$ cat config.mk
export PLATFORM = sky130hd
export DESIGN_NAME = sorted_time_slot_table
export DESIGN_NICKNAME = d
export VERILOG_FILES = /design/src/design/stst_pkg.sv /design/src/design/sorted_time_slot_table.sv /design/src/design/stst_ram.sv
export SDC_FILE = /design/constraint.sdc
export NUM_CORES = 1
export LEC_CHECK = 0
export BUFFER_PORTS_ARGS = -buffer_cell sky130_fd_sc_hd__clkbuf_2
export CORE_MARGIN = 4
export CORE_UTILIZATION = 28
export CTS_CLUSTER_DIAMETER = 120
export CTS_CLUSTER_SIZE = 20
export DETAILED_ROUTE_END_ITERATION = 10
export GPL_ROUTABILITY_DRIVEN = 0
export PLACE_DENSITY = 0.42
export SLEW_MARGIN = 40
export SYNTH_ARGS = -nofsm -noshare
export SYNTH_HDL_FRONTEND = slang
export SYNTH_HIERARCHICAL = 1
export SYNTH_SLANG_ARGS = --single-unit
$ cat constraint.sdc
create_clock -name clk -period 6.2 [get_ports clk]
set_input_delay 0.62 -clock clk [delete_from_list [all_inputs] [get_ports clk]]
set_output_delay 0.62 -clock clk [all_outputs]
set_load 0.005 [all_outputs]
$ cat src/design/stst_pkg.sv
// ----------------------------------------------------------------------------
// stst_pkg - sorted time slot table package
// Table sizing, entry layout, command and status codes.
// ----------------------------------------------------------------------------
package stst_pkg;

  localparam int MAX_ENTRIES = 32;
  localparam int DESC_BITS   = 16;

  localparam int IDX_W = (MAX_ENTRIES > 1) ? $clog2(MAX_ENTRIES) : 1;
  localparam int CNT_W = $clog2(MAX_ENTRIES + 1);
  localparam int KEY_W = 14;
  localparam int ENT_W = KEY_W + DESC_BITS;

  typedef logic [KEY_W-1:0]     key_t;
  typedef logic [DESC_BITS-1:0] desc_t;
  typedef logic [ENT_W-1:0]     entry_t;
  typedef logic [IDX_W-1:0]     idx_t;
  typedef logic [CNT_W-1:0]     cnt_t;
  typedef logic [2:0]           status_t;
  typedef logic [1:0]           mode_t;

  localparam mode_t MODE_ADD  = 2'd0;
  localparam mode_t MODE_DEL  = 2'd1;
  localparam mode_t MODE_LIST = 2'd2;

  localparam status_t ST_OK        = 3'd0;
  localparam status_t ST_BAD_MONTH = 3'd1;
  localparam status_t ST_BAD_DAY   = 3'd2;
  localparam status_t ST_BAD_HOUR  = 3'd3;
  localparam status_t ST_TAKEN     = 3'd4;
  localparam status_t ST_NOT_FOUND = 3'd5;
  localparam status_t ST_FULL      = 3'd6;
  localparam status_t ST_LISTED    = 3'd7;

  localparam logic [3:0] MONTH_MAX = 4'd12;
  localparam logic [4:0] HOUR_MAX  = 5'd23;

endpackage

$ cat src/design/sorted_time_slot_table.sv
// ----------------------------------------------------------------------------
// sorted_time_slot_table - sorted table of (month, day, hour) time slots
// Add, delete and list over a key-ordered table kept in one RAM.
// ----------------------------------------------------------------------------
// Usage:
//   A command is taken when start is high and busy is low. in_mode selects
//   add, delete or list; the key fields and in_desc_handle travel with it.
//   Results appear on the out_ ports for one cycle each, flagged by
//   out_valid; out_last marks the final result of a command. The receiver
//   cannot stall, so every result must be captured when it is shown.
// Timing:
//   One RAM pass, one entry per cycle, walks the table through a single
//   key comparator. A range error or an unused mode skips the scan and is
//   answered from S_FIN. Add scans up to the first larger key, then
//   carries each later entry one slot up; delete scans up, closing the gap;
//   list reads each entry in order.
//   A scan can stop before the end of the table; busy stays high until the
//   final result.
// Reset:
//   Synchronous reset empties the table; RAM contents need no clearing since
//   only entries below the count are read.
// ----------------------------------------------------------------------------
module sorted_time_slot_table (
  input  logic              clk,
  input  logic              rst_n,
  input  logic              start,
  output logic              busy,
  input  stst_pkg::mode_t   in_mode,
  input  logic [3:0]        in_month,
  input  logic [4:0]        in_day,
  input  logic [4:0]        in_hour,
  input  logic [15:0]       in_desc_handle,
  output logic              out_valid,
  output stst_pkg::status_t out_status,
  output logic [3:0]        out_month,
  output logic [4:0]        out_day,
  output logic [4:0]        out_hour,
  output logic [15:0]       out_desc,
  output logic              out_last
);

  import stst_pkg::*;

  localparam logic [1:0] S_IDLE = 2'd0;
  localparam logic [1:0] S_SCAN = 2'd1;
  localparam logic [1:0] S_FIN  = 2'd2;

  logic [1:0] state_r, state_nxt;
  cnt_t       cnt_r, cnt_nxt;
  mode_t      mode_r, mode_nxt;
  key_t       key_r, key_nxt;
  entry_t     carry_r, carry_nxt;
  idx_t       addr_r, addr_nxt;
  cnt_t       rem_r, rem_nxt;
  logic       pend_r, pend_nxt;
  idx_t       pidx_r, pidx_nxt;
  logic       plast_r, plast_nxt;
  logic       found_r, found_nxt;
  status_t    st_r, st_nxt;
  idx_t       pos_r, pos_nxt;

  logic        out_valid_r, out_valid_nxt;
  status_t     out_status_r, out_status_nxt;
  logic [3:0]  out_month_r, out_month_nxt;
  logic [4:0]  out_day_r, out_day_nxt;
  logic [4:0]  out_hour_r, out_hour_nxt;
  logic [15:0] out_desc_r, out_desc_nxt;
  logic        out_last_r, out_last_nxt;

  logic    wr_en, rd_en;
  idx_t    wr_addr, rd_addr;
  entry_t  wr_data, rd_data;
  key_t    rd_key;
  desc_t   rd_desc;
  status_t range_st;
  logic    full;
  logic    stop;

  stst_ram #(
    .WIDTH (ENT_W),
    .DEPTH (MAX_ENTRIES)
  ) u_ram (
    .clk     (clk),
    .wr_en   (wr_en),
    .wr_addr (wr_addr),
    .wr_data (wr_data),
    .rd_en   (rd_en),
    .rd_addr (rd_addr),
    .rd_data (rd_data)
  );

  assign rd_key  = rd_data[ENT_W-1 -: KEY_W];
  assign rd_desc = rd_data[DESC_BITS-1:0];
  assign full    = (cnt_r == CNT_W'(MAX_ENTRIES));

  always_comb begin
    if (in_month == 4'd0 || in_month > MONTH_MAX) begin
      range_st = ST_BAD_MONTH;
    end else if (in_day == 5'd0) begin
      range_st = ST_BAD_DAY;
    end else if (in_hour > HOUR_MAX) begin
      range_st = ST_BAD_HOUR;
    end else begin
      range_st = ST_OK;
    end
  end

  always_comb begin
    state_nxt = state_r;
    cnt_nxt   = cnt_r;
    mode_nxt  = mode_r;
    key_nxt   = key_r;
    carry_nxt = carry_r;
    addr_nxt  = addr_r;
    rem_nxt   = rem_r;
    pend_nxt  = 1'b0;
    pidx_nxt  = pidx_r;
    plast_nxt = plast_r;
    found_nxt = found_r;
    st_nxt    = st_r;
    pos_nxt   = pos_r;

    out_valid_nxt  = 1'b0;
    out_status_nxt = out_status_r;
    out_month_nxt  = out_month_r;
    out_day_nxt    = out_day_r;
    out_hour_nxt   = out_hour_r;
    out_desc_nxt   = out_desc_r;
    out_last_nxt   = out_last_r;

    wr_en   = 1'b0;
    wr_addr = pos_r;
    wr_data = rd_data;
    rd_en   = 1'b0;
    rd_addr = addr_r;
    stop    = 1'b0;

    unique case (state_r)
      S_IDLE: begin
        if (start) begin
          mode_nxt  = in_mode;
          key_nxt   = {in_month, in_day, in_hour};
          carry_nxt = {in_month, in_day, in_hour, desc_t'(in_desc_handle)};
          found_nxt = 1'b0;
          rem_nxt   = cnt_r;
          st_nxt    = ST_OK;
          pos_nxt   = '0;
          state_nxt = S_FIN;
          case (in_mode)
            MODE_ADD: begin
              if (range_st != ST_OK) begin
                st_nxt = range_st;
              end else if (cnt_r != '0) begin
                addr_nxt  = '0;
                state_nxt = S_SCAN;
              end
            end
            MODE_DEL: begin
              if (range_st != ST_OK) begin
                st_nxt = range_st;
              end else if (cnt_r == '0) begin
                st_nxt = ST_NOT_FOUND;
              end else begin
                addr_nxt  = '0;
                state_nxt = S_SCAN;
              end
            end
            MODE_LIST: begin
              if (cnt_r != '0) begin
                addr_nxt  = '0;
                state_nxt = S_SCAN;
              end
            end
            default: begin
            end
          endcase
        end
      end

      S_SCAN: begin
        if (pend_r) begin
          case (mode_r)
            MODE_ADD: begin
              // scanning upward: nothing moves until the key is known absent,
              // then the carried entry drops in and the read one moves on
              if (!found_r && rd_key == key_r) begin
                stop   = 1'b1;
                st_nxt = ST_TAKEN;
              end else if (found_r || rd_key > key_r) begin
                if (full) begin
                  stop   = 1'b1;
                  st_nxt = ST_FULL;
                end else begin
                  wr_en     = 1'b1;
                  wr_addr   = pidx_r;
                  wr_data   = carry_r;
                  carry_nxt = rd_data;
                  found_nxt = 1'b1;
                  if (plast_r) begin
                    stop    = 1'b1;
                    st_nxt  = ST_OK;
                    pos_nxt = pidx_r + IDX_W'(1);
                  end
                end
              end else if (plast_r) begin
                stop    = 1'b1;
                st_nxt  = full ? ST_FULL : ST_OK;
                pos_nxt = pidx_r + IDX_W'(1);
              end
            end
            MODE_DEL: begin
              // after the match, every later entry moves down one slot
              if (found_r) begin
                wr_en   = 1'b1;
                wr_addr = pidx_r - IDX_W'(1);
                wr_data = rd_data;
                if (plast_r) begin
                  stop   = 1'b1;
                  st_nxt = ST_OK;
                end
              end else if (rd_key == key_r) begin
                found_nxt = 1'b1;
                if (plast_r) begin
                  stop   = 1'b1;
                  st_nxt = ST_OK;
                end
              end else if (rd_key > key_r || plast_r) begin
                stop   = 1'b1;
                st_nxt = ST_NOT_FOUND;
              end
            end
            MODE_LIST: begin
              out_valid_nxt  = 1'b1;
              out_status_nxt = ST_LISTED;
              out_month_nxt  = rd_key[13:10];
              out_day_nxt    = rd_key[9:5];
              out_hour_nxt   = rd_key[4:0];
              out_desc_nxt   = 16'(rd_desc);
              out_last_nxt   = 1'b0;
              if (plast_r) begin
                stop   = 1'b1;
                st_nxt = ST_OK;
              end
            end
            default: begin
              stop = 1'b1;
            end
          endcase
        end

        if (stop) begin
          state_nxt = S_FIN;
        end else if (rem_r != '0) begin
          rd_en     = 1'b1;
          pend_nxt  = 1'b1;
          pidx_nxt  = addr_r;
          plast_nxt = (rem_r == CNT_W'(1));
          rem_nxt   = rem_r - CNT_W'(1);
          addr_nxt  = addr_r + IDX_W'(1);
        end
      end

      S_FIN: begin
        out_valid_nxt  = 1'b1;
        out_status_nxt = st_r;
        out_month_nxt  = '0;
        out_day_nxt    = '0;
        out_hour_nxt   = '0;
        out_desc_nxt   = '0;
        out_last_nxt   = 1'b1;
        if (st_r == ST_OK && mode_r == MODE_ADD) begin
          wr_en   = 1'b1;
          wr_addr = pos_r;
          wr_data = carry_r;
          cnt_nxt = cnt_r + CNT_W'(1);
        end else if (st_r == ST_OK && mode_r == MODE_DEL) begin
          cnt_nxt = cnt_r - CNT_W'(1);
        end
        state_nxt = S_IDLE;
      end

      default: begin
        state_nxt = S_IDLE;
      end
    endcase
  end

  always_ff @(posedge clk) begin
    if (!rst_n) begin
      state_r     <= S_IDLE;
      cnt_r       <= '0;
      pend_r      <= 1'b0;
      found_r     <= 1'b0;
      out_valid_r <= 1'b0;
    end else begin
      state_r     <= state_nxt;
      cnt_r       <= cnt_nxt;
      pend_r      <= pend_nxt;
      found_r     <= found_nxt;
      out_valid_r <= out_valid_nxt;
    end
  end

  always_ff @(posedge clk) begin
    mode_r       <= mode_nxt;
    key_r        <= key_nxt;
    carry_r      <= carry_nxt;
    addr_r       <= addr_nxt;
    rem_r        <= rem_nxt;
    pidx_r       <= pidx_nxt;
    plast_r      <= plast_nxt;
    st_r         <= st_nxt;
    pos_r        <= pos_nxt;
    out_status_r <= out_status_nxt;
    out_month_r  <= out_month_nxt;
    out_day_r    <= out_day_nxt;
    out_hour_r   <= out_hour_nxt;
    out_desc_r   <= out_desc_nxt;
    out_last_r   <= out_last_nxt;
  end

  assign busy       = (state_r != S_IDLE);
  assign out_valid  = out_valid_r;
  assign out_status = out_status_r;
  assign out_month  = out_month_r;
  assign out_day    = out_day_r;
  assign out_hour   = out_hour_r;
  assign out_desc   = out_desc_r;
  assign out_last   = out_last_r;

endmodule

$ cat src/design/stst_ram.sv
// ----------------------------------------------------------------------------
// stst_ram - generic single-write, single-read RAM
// One write port and one read port, read data registered.
// ----------------------------------------------------------------------------
module stst_ram #(
  parameter int WIDTH = 8,
  parameter int DEPTH = 16
) (
  input  logic                                         clk,
  input  logic                                         wr_en,
  input  logic [((DEPTH > 1) ? $clog2(DEPTH) : 1)-1:0] wr_addr,
  input  logic [WIDTH-1:0]                             wr_data,
  input  logic                                         rd_en,
  input  logic [((DEPTH > 1) ? $clog2(DEPTH) : 1)-1:0] rd_addr,
  output logic [WIDTH-1:0]                             rd_data
);

  logic [WIDTH-1:0] mem [DEPTH];

  always_ff @(posedge clk) begin
    if (wr_en) begin
      mem[wr_addr] <= wr_data;
    end
    if (rd_en) begin
      rd_data <= mem[rd_addr];
    end
  end

endmodule

==> summary.txt, run 1 <==
status = complete, no violations
placeable core region = 0.1608 mm^2
Clock Skew = 0.05788 ns
final period utilization = 0.7473
placed cell count = 4962
setup violators final = 0
top cells by area, synth = edfxtp_1 (73%), mux2i_1 (11%), a22o_1 (1.7%)
worst hold start = in_month[1]
Hold WC Path Type = primary input to flip-flop
Seq cells post-synth = 1106
Pwr Density = 288.9 mW/mm^2
global-route wire length before repair = 183.4 mm
detailed router's first-iteration violation count = 2068
Synth Area in Compound Gates = 0.07023
Crit. End Element = flip-flop
Die ar. = 0.1684 mm^2
slowest CP cell = or3b_2
Clock Sinks = 1106
Post-CTS Setup Inserts = 0
Root Driver = clkbuf_16
post-synthesis mux area share = 0.1152
synth warn = 6
Post-route DRC = 0
crit-path max cell delay = 0.79 ns
clock latency on the worst-skew pair = 0.72 ns
Gate power share = 0.131
combinational family with the most area after synthesis = multiplexers
post-synthesis async set-or-reset flop share = 0
CP Cell Sequence = ha_1 -> nand2_1 -> o21ai_0 -> a211oi_2 -> a21boi_4 -> mux2i_1 -> o21ai_0 -> or3b_2 -> nor2_4 -> buf_4
WS Path Type = flip-flop to flip-flop
RSZ-0062 raised after global routing = false
Net count, final = 2934
Final Cell Area = 0.05104 mm^2
DRT Pass-1 Iters = 7
fillers = 15740
post-route setup slack = 1.567 ns
boundary pin count = 71
Num CTS Buffers = 61
sequential fraction of the synthesis area = 0.7304
Final HPWL DP = 82.00 mm
Final Slew Violations = 0
Initial Utilization = 0.2819
Port Buffer Count = 70
routed vias/inst = 4.898
worst r2r dst = u_ram/mem[16][19]
die width = 410.3 um
Rows = 147
Synth Area in XOR/XNOR = 0.003479
Syn Inst Count = 2777
Synth Area in Simple Gates = 0.04481
hold depth = 1
cell with the most instances after synthesis = edfxtp_1
r2r setup slk = 1.57 ns
Synth cell types = 74
wirelength, routed = 129.1 mm
vias in the first global route = 24870
CTS clk-pin slew, worst paths = 0.09 ns
post-layout min period = 4.633 ns
Reg power frac = 0.585
Syn Nets = 2844
largest net degree at the start of global routing = 121
adder-cell share of the synthesized area = 0.009000
worst-margin pin slew = 0.8957 ns
ys flop type = edfxtp_1
initial antenna violation count = 3
clock buffer depth = 3
Post-synth EDFFs = 1095
syn_area_per_cell = 16.32 um^2
power share of the clock group = 0.284
Multi-input gate area = 0.01173 mm^2
Worst Path Required = 6.56 ns
pre-CTS WS = 1.550 ns
cts-stage hold buffer count = 0
worst-path fanout max = 21
setup_tns = 0 ns
Psw = 3.822 mW
most frequent CP cell = o21ai_0
fraction of layout cells with a size suffix above 1 = 0.1323
mapped cell area = 0.04532 mm^2
crit start category = flip-flop
CTS tree = done
Fin. Hold Viols = 0
Finished Layout Cells = 5042
DR vias = 24690
GRT Total Usage = 0.1485
DIE HEIGHT = 410.3 um
post_cts resized = 0
area fraction of the dominant cell type after synthesis = 0.7255
Synth area leader = edfxtp_1
GRT overflow = 0
Leak = 17.12 nW
Layout area overhead = 12.61%
relative slew slack = 0.3983
hold endpoint = key_r[11]
post-route ant nets = 0
CP arrival = 4.99 ns
area of placed instances = 0.04932 mm^2
Sw Ratio = 0.2592
CTS H-Tree Depth = 2
Synth top cells by count = edfxtp_1 (1095), mux2i_1 (488), nand2_1 (123)
worst reg2reg path startpoint = u_ram/rd_data[25]
path depth of the worst reg2reg path = 10
FF+latch area = 0.03310 mm^2
peak supply drop = 0.0002397 V
Max Cap Viol = 0
drt wl/cell = 25.60 um
Internal Pwr Total = 10.92 mW
fmax = 215.8 MHz
==> layout make-up <==
type,instances,area share
clock buffers,71,0.03106
flip-flops and latches,1106,0.6486
inverters,64,0.004707
diodes,3,0.0001471
clock inverters,4,0.001275
repair buffers,185,0.03150
well taps,2160,0.05295
multi-input cells,1449,0.2298
==> worst max-delay path by stage <==
stage / start / to / cells past startpoint
finish: u_ram/rd_data[25] / u_ram/mem[16][19] / 10
floorplan: u_ram/rd_data[29] / u_ram/mem[28][0] / 11
global route: u_ram/rd_data[25] / u_ram/mem[16][26] / 10
detailed placement: u_ram/rd_data[25] / u_ram/mem[16][20] / 10
CTS: u_ram/rd_data[25] / u_ram/mem[16][27] / 10
global placement: u_ram/rd_data[25] / u_ram/mem[10][28] / 8
==> per-layer routing <==
metal	wire, um	track usage
met1	60480	0.2098
met2	61610	0.2480
met3	5004	0.01834
met4	1973	0.02589
met5	0	0
==> power by group through the flow <==
stage / logic, mW / clock network (mW) / registers (mW)
floorplan: 0.981 / 0 / 8.81
global placement: 1.86 / 0 / 8.81
detailed placement: 1.95 / 0 / 8.80
CTS: 1.95 / 4.37 / 8.63
global route: 2.06 / 4.63 / 8.64
finish: 1.92 / 4.19 / 8.63
==> critical path, delay by kind of cell, from the launching register on <==
kind / cells / cell delay, ns
compound gates: 4 / 1.45
buf+inv: 1 / 0.46
simple gates: 3 / 1.28
flops: 1 / 0.45
fa+ha+maj: 1 / 0.37
mux: 1 / 0.23
==> registers in the layout, summed over array words and instances (netlist names), 6 cells and up <==
signal and cells:
u_ram/mem 960, carry_r 30, u_ram/rd_data 30, out_desc 16, key_r 14, cnt_r 6
rem_r 6
==> cell families (layout without fill, tap and decap cells) <==
| family | after synthesis | after routing |
|---|---|---|
| xor gates and xnor gates | 18 | 18 |
| DFF | 1106 | 1106 |
| buffers and inverters | 222 | 324 |
| adders and majority gates | 32 | 32 |
| muxes | 518 | 518 |
| and+or+nand+nor | 425 | 425 |
| other | 0 | 3 |
| AOI/OAI and AO/OA | 456 | 456 |
==> through the flow <==
stage	hold WS (ns)	util	total power, mW
2_1_floorplan	0.4720	-	9.788
3_3_place_gp	0.5028	0.3038	10.67
3_5_place_dp	0.5307	0.3068	10.75
4_1_cts	0.08967	0.3171	14.95
5_1_grt	0.1097	0.3174	15.33
6_report	0.1567	0.3175	14.75
==> placed cells by master (no fill, tap or decap), types with 11 or more instances in the layout <==
cell / Yosys / layout
nor2_4: 0 / 34
inv_1: 63 / 63
o21ai_0: 36 / 17
o21ai_4: 0 / 29
buf_8: 2 / 14
edfxtp_1: 1095 / 1095
xnor2_1: 11 / 11
mux2_2: 30 / 30
a21oi_1: 116 / 115
mux2i_1: 488 / 488
ha_1: 31 / 29
nand3_1: 108 / 108
nor2_1: 83 / 48
and2_1: 14 / 12
a32oi_1: 29 / 29
a22o_1: 89 / 89
clkbuf_16: 0 / 62
nor3_1: 39 / 39
dfxtp_1: 11 / 11
a22oi_1: 98 / 98
buf_4: 19 / 82
nand2_1: 123 / 122
clkbuf_2: 1 / 70
a31oi_1: 31 / 26
Power figures use the tool's default switching activity.
==> inputs of run 2 (changes only) <==
- ABC_AREA: not set -> 1
- PLACE_DENSITY: 0.42 -> 0.43
- clock period: 6.2 -> 4.2 ns (I/O delays scaled with it)
==> run 2 against run 1 <==
Critical path depth up 7. Combinational power increased by 13%. Sequential power increased by 46%. Sequential share of layout area decreased by 2.2 points. Via count grew 27%. Final area is 3.5% higher. Non-clock buffer count grew 72. Routed wire length rose by 16%. Clock power rose by 51%. Cell count rose by 29%. Maximum frequency grew 22%. Count of clock-buffer cells in the layout up 2. Largest power group unchanged.
==> summary.txt, run 2 <==
synth warn = 6 (unchanged)
Met1 Wirelength = 68.44 mm (was 60.48 mm)
detailed router's first-iteration violation count = 2927 (was 2068)
Net count, final = 4361 (was 2934)
setup violators final = 0 (unchanged)
Root Driver = clkbuf_16 (unchanged)
final core occ = 0.3166 (was 0.3175)
routed vias/inst = 4.804 (was 4.898)
die width = 417.5 um (was 410.3 um)
DR WL met3 = 7.512 mm (was 5.004 mm)
area fraction of the dominant cell type after synthesis = 0.7003 (was 0.7255)
CP Cell Sequence = ha_1 -> a21oi_1 -> nand2_1 -> a21oi_1 -> nand2_2 -> nand2_2 -> nand2_4 -> nand2_4 -> a21oi_1 -> o21ai_0 -> nand2_1 -> nand2_1 -> o21ai_0 -> inv_1 -> nand3_1 -> nor2_4 -> buf_4 (was ha_1 -> nand2_1 -> o21ai_0 -> a211oi_2 -> a21boi_4 -> mux2i_1 -> o21ai_0 -> or3b_2 -> nor2_4 -> buf_4)
Psw = 5.389 mW (was 3.822 mW)
Clock Sinks = 1106 (unchanged)
wirelength, routed = 149.8 mm (was 129.1 mm)
Sw Ratio = 0.2558 (was 0.2592)
pre-CTS WS = 0.4466 ns (was 1.550 ns)
Internal Pwr Total = 15.68 mW (was 10.92 mW)
worst-margin pin slew = 0.8474 ns (was 0.8957 ns)
Synth cell types = 41 (was 74)
Die ar. = 0.1743 mm^2 (was 0.1684 mm^2)
crit start category = flip-flop (unchanged)
Top Registers = u_ram/mem (960), carry_r (30), u_ram/rd_data (30) (unchanged)
FF+latch area = 0.03310 mm^2 (unchanged)
Reg power frac = 0.597 (was 0.585)
hold depth = 3 (was 1)
DRT Pass-1 Iters = 5 (was 7)
Post-route DRC = 0 (unchanged)
GRT Total Usage = 0.1673 (was 0.1485)
worst r2r dst = u_ram/mem[11][7] (was u_ram/mem[16][19])
Multi-input gate area = 0.01239 mm^2 (was 0.01173 mm^2)
initial antenna violation count = 7 (was 3)
Pwr Density = 398.8 mW/mm^2 (was 288.9 mW/mm^2)
boundary pin count = 71 (unchanged)
placeable core region = 0.1668 mm^2 (was 0.1608 mm^2)
Leak = 19.02 nW (was 17.12 nW)
Seq cells post-synth = 1106 (unchanged)
slowest CP cell = edfxtp_1 (was or3b_2)
Fin. Hold Viols = 0 (unchanged)
most frequent cells in the layout = nand2_1 (1529), edfxtp_1 (1095), nand3_1 (748) (was edfxtp_1 (1095), mux2i_1 (488), nand2_1 (122))
sequential fraction of the synthesis area = 0.7050 (was 0.7304)
Final Slew Violations = 0 (unchanged)
worst hold start = in_desc_handle[13] (was in_month[1])
CTS clk-pin slew, worst paths = 0.10 ns (was 0.09 ns)
CTS H-Tree Depth = 2 (unchanged)
Post-synth EDFFs = 1095 (unchanged)
global-route wire length before repair = 216.5 mm (was 183.4 mm)
most common cell after layout, fill and taps aside = nand2_1 (was edfxtp_1)
WL met2 = 69.95 mm (was 61.61 mm)
drt wl/cell = 23.00 um (was 25.60 um)
peak supply drop = 0.0003004 V (was 0.0002397 V)
highest layer used for signal routing = met4 (unchanged)
setup_tns = 0 ns (unchanged)
critical path's top delay family = simple AND/OR/NAND/NOR gates (was compound AO/OA/AOI/OAI gates)
RSZ-0062 raised after global routing = false (unchanged)
Clock Skew = 0.03648 ns (was 0.05788 ns)
clock latency on the worst-skew pair = 0.73 ns (was 0.72 ns)
WS Path Type = flip-flop to flip-flop (unchanged)
hold endpoint = carry_r[13] (was key_r[11])
area of placed instances = 0.05088 mm^2 (was 0.04932 mm^2)
path depth of the worst reg2reg path = 17 (was 10)
fraction of layout cells with a size suffix above 1 = 0.08958 (was 0.1323)
CP arrival = 4.18 ns (was 4.99 ns)
GRT overflow = 0 (unchanged)
CTS tree = done (unchanged)
Crit. End Element = flip-flop (unchanged)
final period utilization = 0.9014 (was 0.7473)
vias in the first global route = 30120 (was 24870)
worst-path fanout max = 20 (was 21)
post-route setup slack = 0.4142 ns (was 1.567 ns)
r2r setup slk = 0.41 ns (was 1.57 ns)
power share of the clock group = 0.300 (was 0.284)
total power = 21.07 mW (was 14.75 mW)
Syn Nets = 4288 (was 2844)
fillers = 16830 (was 15740)
Initial Utilization = 0.2814 (was 0.2819)
post_cts resized = 0 (unchanged)
status = complete, no violations (unchanged)
max reg flops = 960 (unchanged)
Worst Path Buf+Inv = 2 (was 1)
fmax = 264.1 MHz (was 215.8 MHz)
crit-path max cell delay = 0.49 ns (was 0.79 ns)
ys flop type = edfxtp_1 (unchanged)
post-synthesis async set-or-reset flop share = 0 (unchanged)
Max Cap Viol = 0 (unchanged)
Final HPWL DP = 91.05 mm (was 82.00 mm)
Num CTS Buffers = 61 (unchanged)
worst reg2reg path startpoint = u_ram/rd_data[25] (unchanged)
Rows = 150 (was 147)
post-route ant nets = 0 (unchanged)
Syn Inst Count = 4221 (was 2777)
Worst Path Required = 4.60 ns (was 6.56 ns)
post-layout min period = 3.786 ns (was 4.633 ns)
Synth area leader = edfxtp_1 (unchanged)
top cells by area, synth = edfxtp_1 (70%), nand2_1 (12%), nand3_1 (8.0%) (was edfxtp_1 (73%), mux2i_1 (11%), a22o_1 (1.7%))
Hold WC Path Type = primary input to flip-flop (unchanged)
mapped cell area = 0.04695 mm^2 (was 0.04532 mm^2)
cell with the most instances after synthesis = nand2_1 (was edfxtp_1)
Gate power share = 0.103 (was 0.131)
Layout area overhead = 12.50% (was 12.61%)
syn_area_per_cell = 11.12 um^2 (was 16.32 um^2)
largest net degree at the start of global routing = 116 (was 121)
clock buffer depth = 3 (unchanged)
Synth top cells by count = nand2_1 (1529), edfxtp_1 (1095), nand3_1 (749) (was edfxtp_1 (1095), mux2i_1 (488), nand2_1 (123))
Port Buffer Count = 70 (unchanged)
DR vias = 31300 (was 24690)
relative slew slack = 0.4351 (was 0.3983)
DIE HEIGHT = 417.5 um (was 410.3 um)
largest reg by FF count = u_ram/mem (unchanged)
Final Cell Area = 0.05282 mm^2 (was 0.05104 mm^2)
[run 2: worst reg2reg max path, stage by stage, from the launching register on]
cell and delay [ns]:
edfxtp_1 0.49, ha_1 0.33, a21oi_1 0.21, nand2_1 0.09
a21oi_1 0.17, nand2_2 0.09, nand2_2 0.08, nand2_4 0.08
nand2_4 0.18, a21oi_1 0.09, o21ai_0 0.08, nand2_1 0.08
nand2_1 0.06, o21ai_0 0.28, inv_1 0.22, nand3_1 0.35
nor2_4 0.21, buf_4 0.34
[run 2: cell type report]
| class | count | area share |
|---|---|---|
| antenna | 2 | 0.00009475 |
| clock buffer | 73 | 0.03015 |
| clock inverter | 5 | 0.001066 |
| inverter | 152 | 0.01123 |
| multi-input combinational | 2716 | 0.2345 |
| sequential | 1106 | 0.6267 |
| tap | 2204 | 0.05221 |
| timing repair buffer | 257 | 0.04406 |
[run 2: worst max-delay path by stage]
stage / end / cells after the start / from
2_1_floorplan: out_day[0] / 6 / state_r[1]
3_3_place_gp: u_ram/mem[11][7] / 19 / u_ram/rd_data[23]
3_5_place_dp: u_ram/mem[11][9] / 17 / u_ram/rd_data[25]
4_1_cts: u_ram/mem[11][7] / 17 / u_ram/rd_data[25]
5_1_grt: u_ram/mem[11][7] / 17 / u_ram/rd_data[25]
6_report: u_ram/mem[11][7] / 17 / u_ram/rd_data[25]
[run 2: routing by layer]
| layer | track usage | vias up |
|---|---|---|
| li1 | - | 14680 |
| met1 | 0.2347 | 15670 |
| met2 | 0.2731 | 800 |
| met3 | 0.02182 | 147 |
| met4 | 0.04585 | 0 |
| met5 | 0 | - |
[run 2: cells by family after synthesis]
logic type,Yosys count,synth area share
xor+xnor,10,0.001865
simple gates,2434,0.2163
flops,1106,0.7050
buf+inv,399,0.03923
fa+ha+maj,32,0.008688
compound gates,240,0.02886
[run 2: metrics by stage]
| stage | std cells | hold WS, ns |
|---|---|---|
| after global placement | 6406 | 0.4822 |
| after floorplan | 4221 | 0.4558 |
| final | 6515 | 0.03053 |
| after detailed placement | 6406 | 0.4886 |
| after global routing | 6514 | 0.02703 |
| after CTS | 6513 | 0.01075 |
[run 2: what timing repair did]
| action | in CTS | in global routing |
|---|---|---|
| hold endpoints to repair | 35 | 0 |
| hold buffers | 29 | 0 |
| buffers inserted | 0 | 0 |
[run 2: power by group through the flow]
stage	logic, mW	clock network, mW	registers [mW]
2_1_floorplan	1.04	0	12.8
3_3_place_gp	2.18	0	12.8
3_5_place_dp	2.17	0	12.8
4_1_cts	2.20	6.54	12.6
5_1_grt	2.35	6.92	12.6
6_report	2.17	6.32	12.6
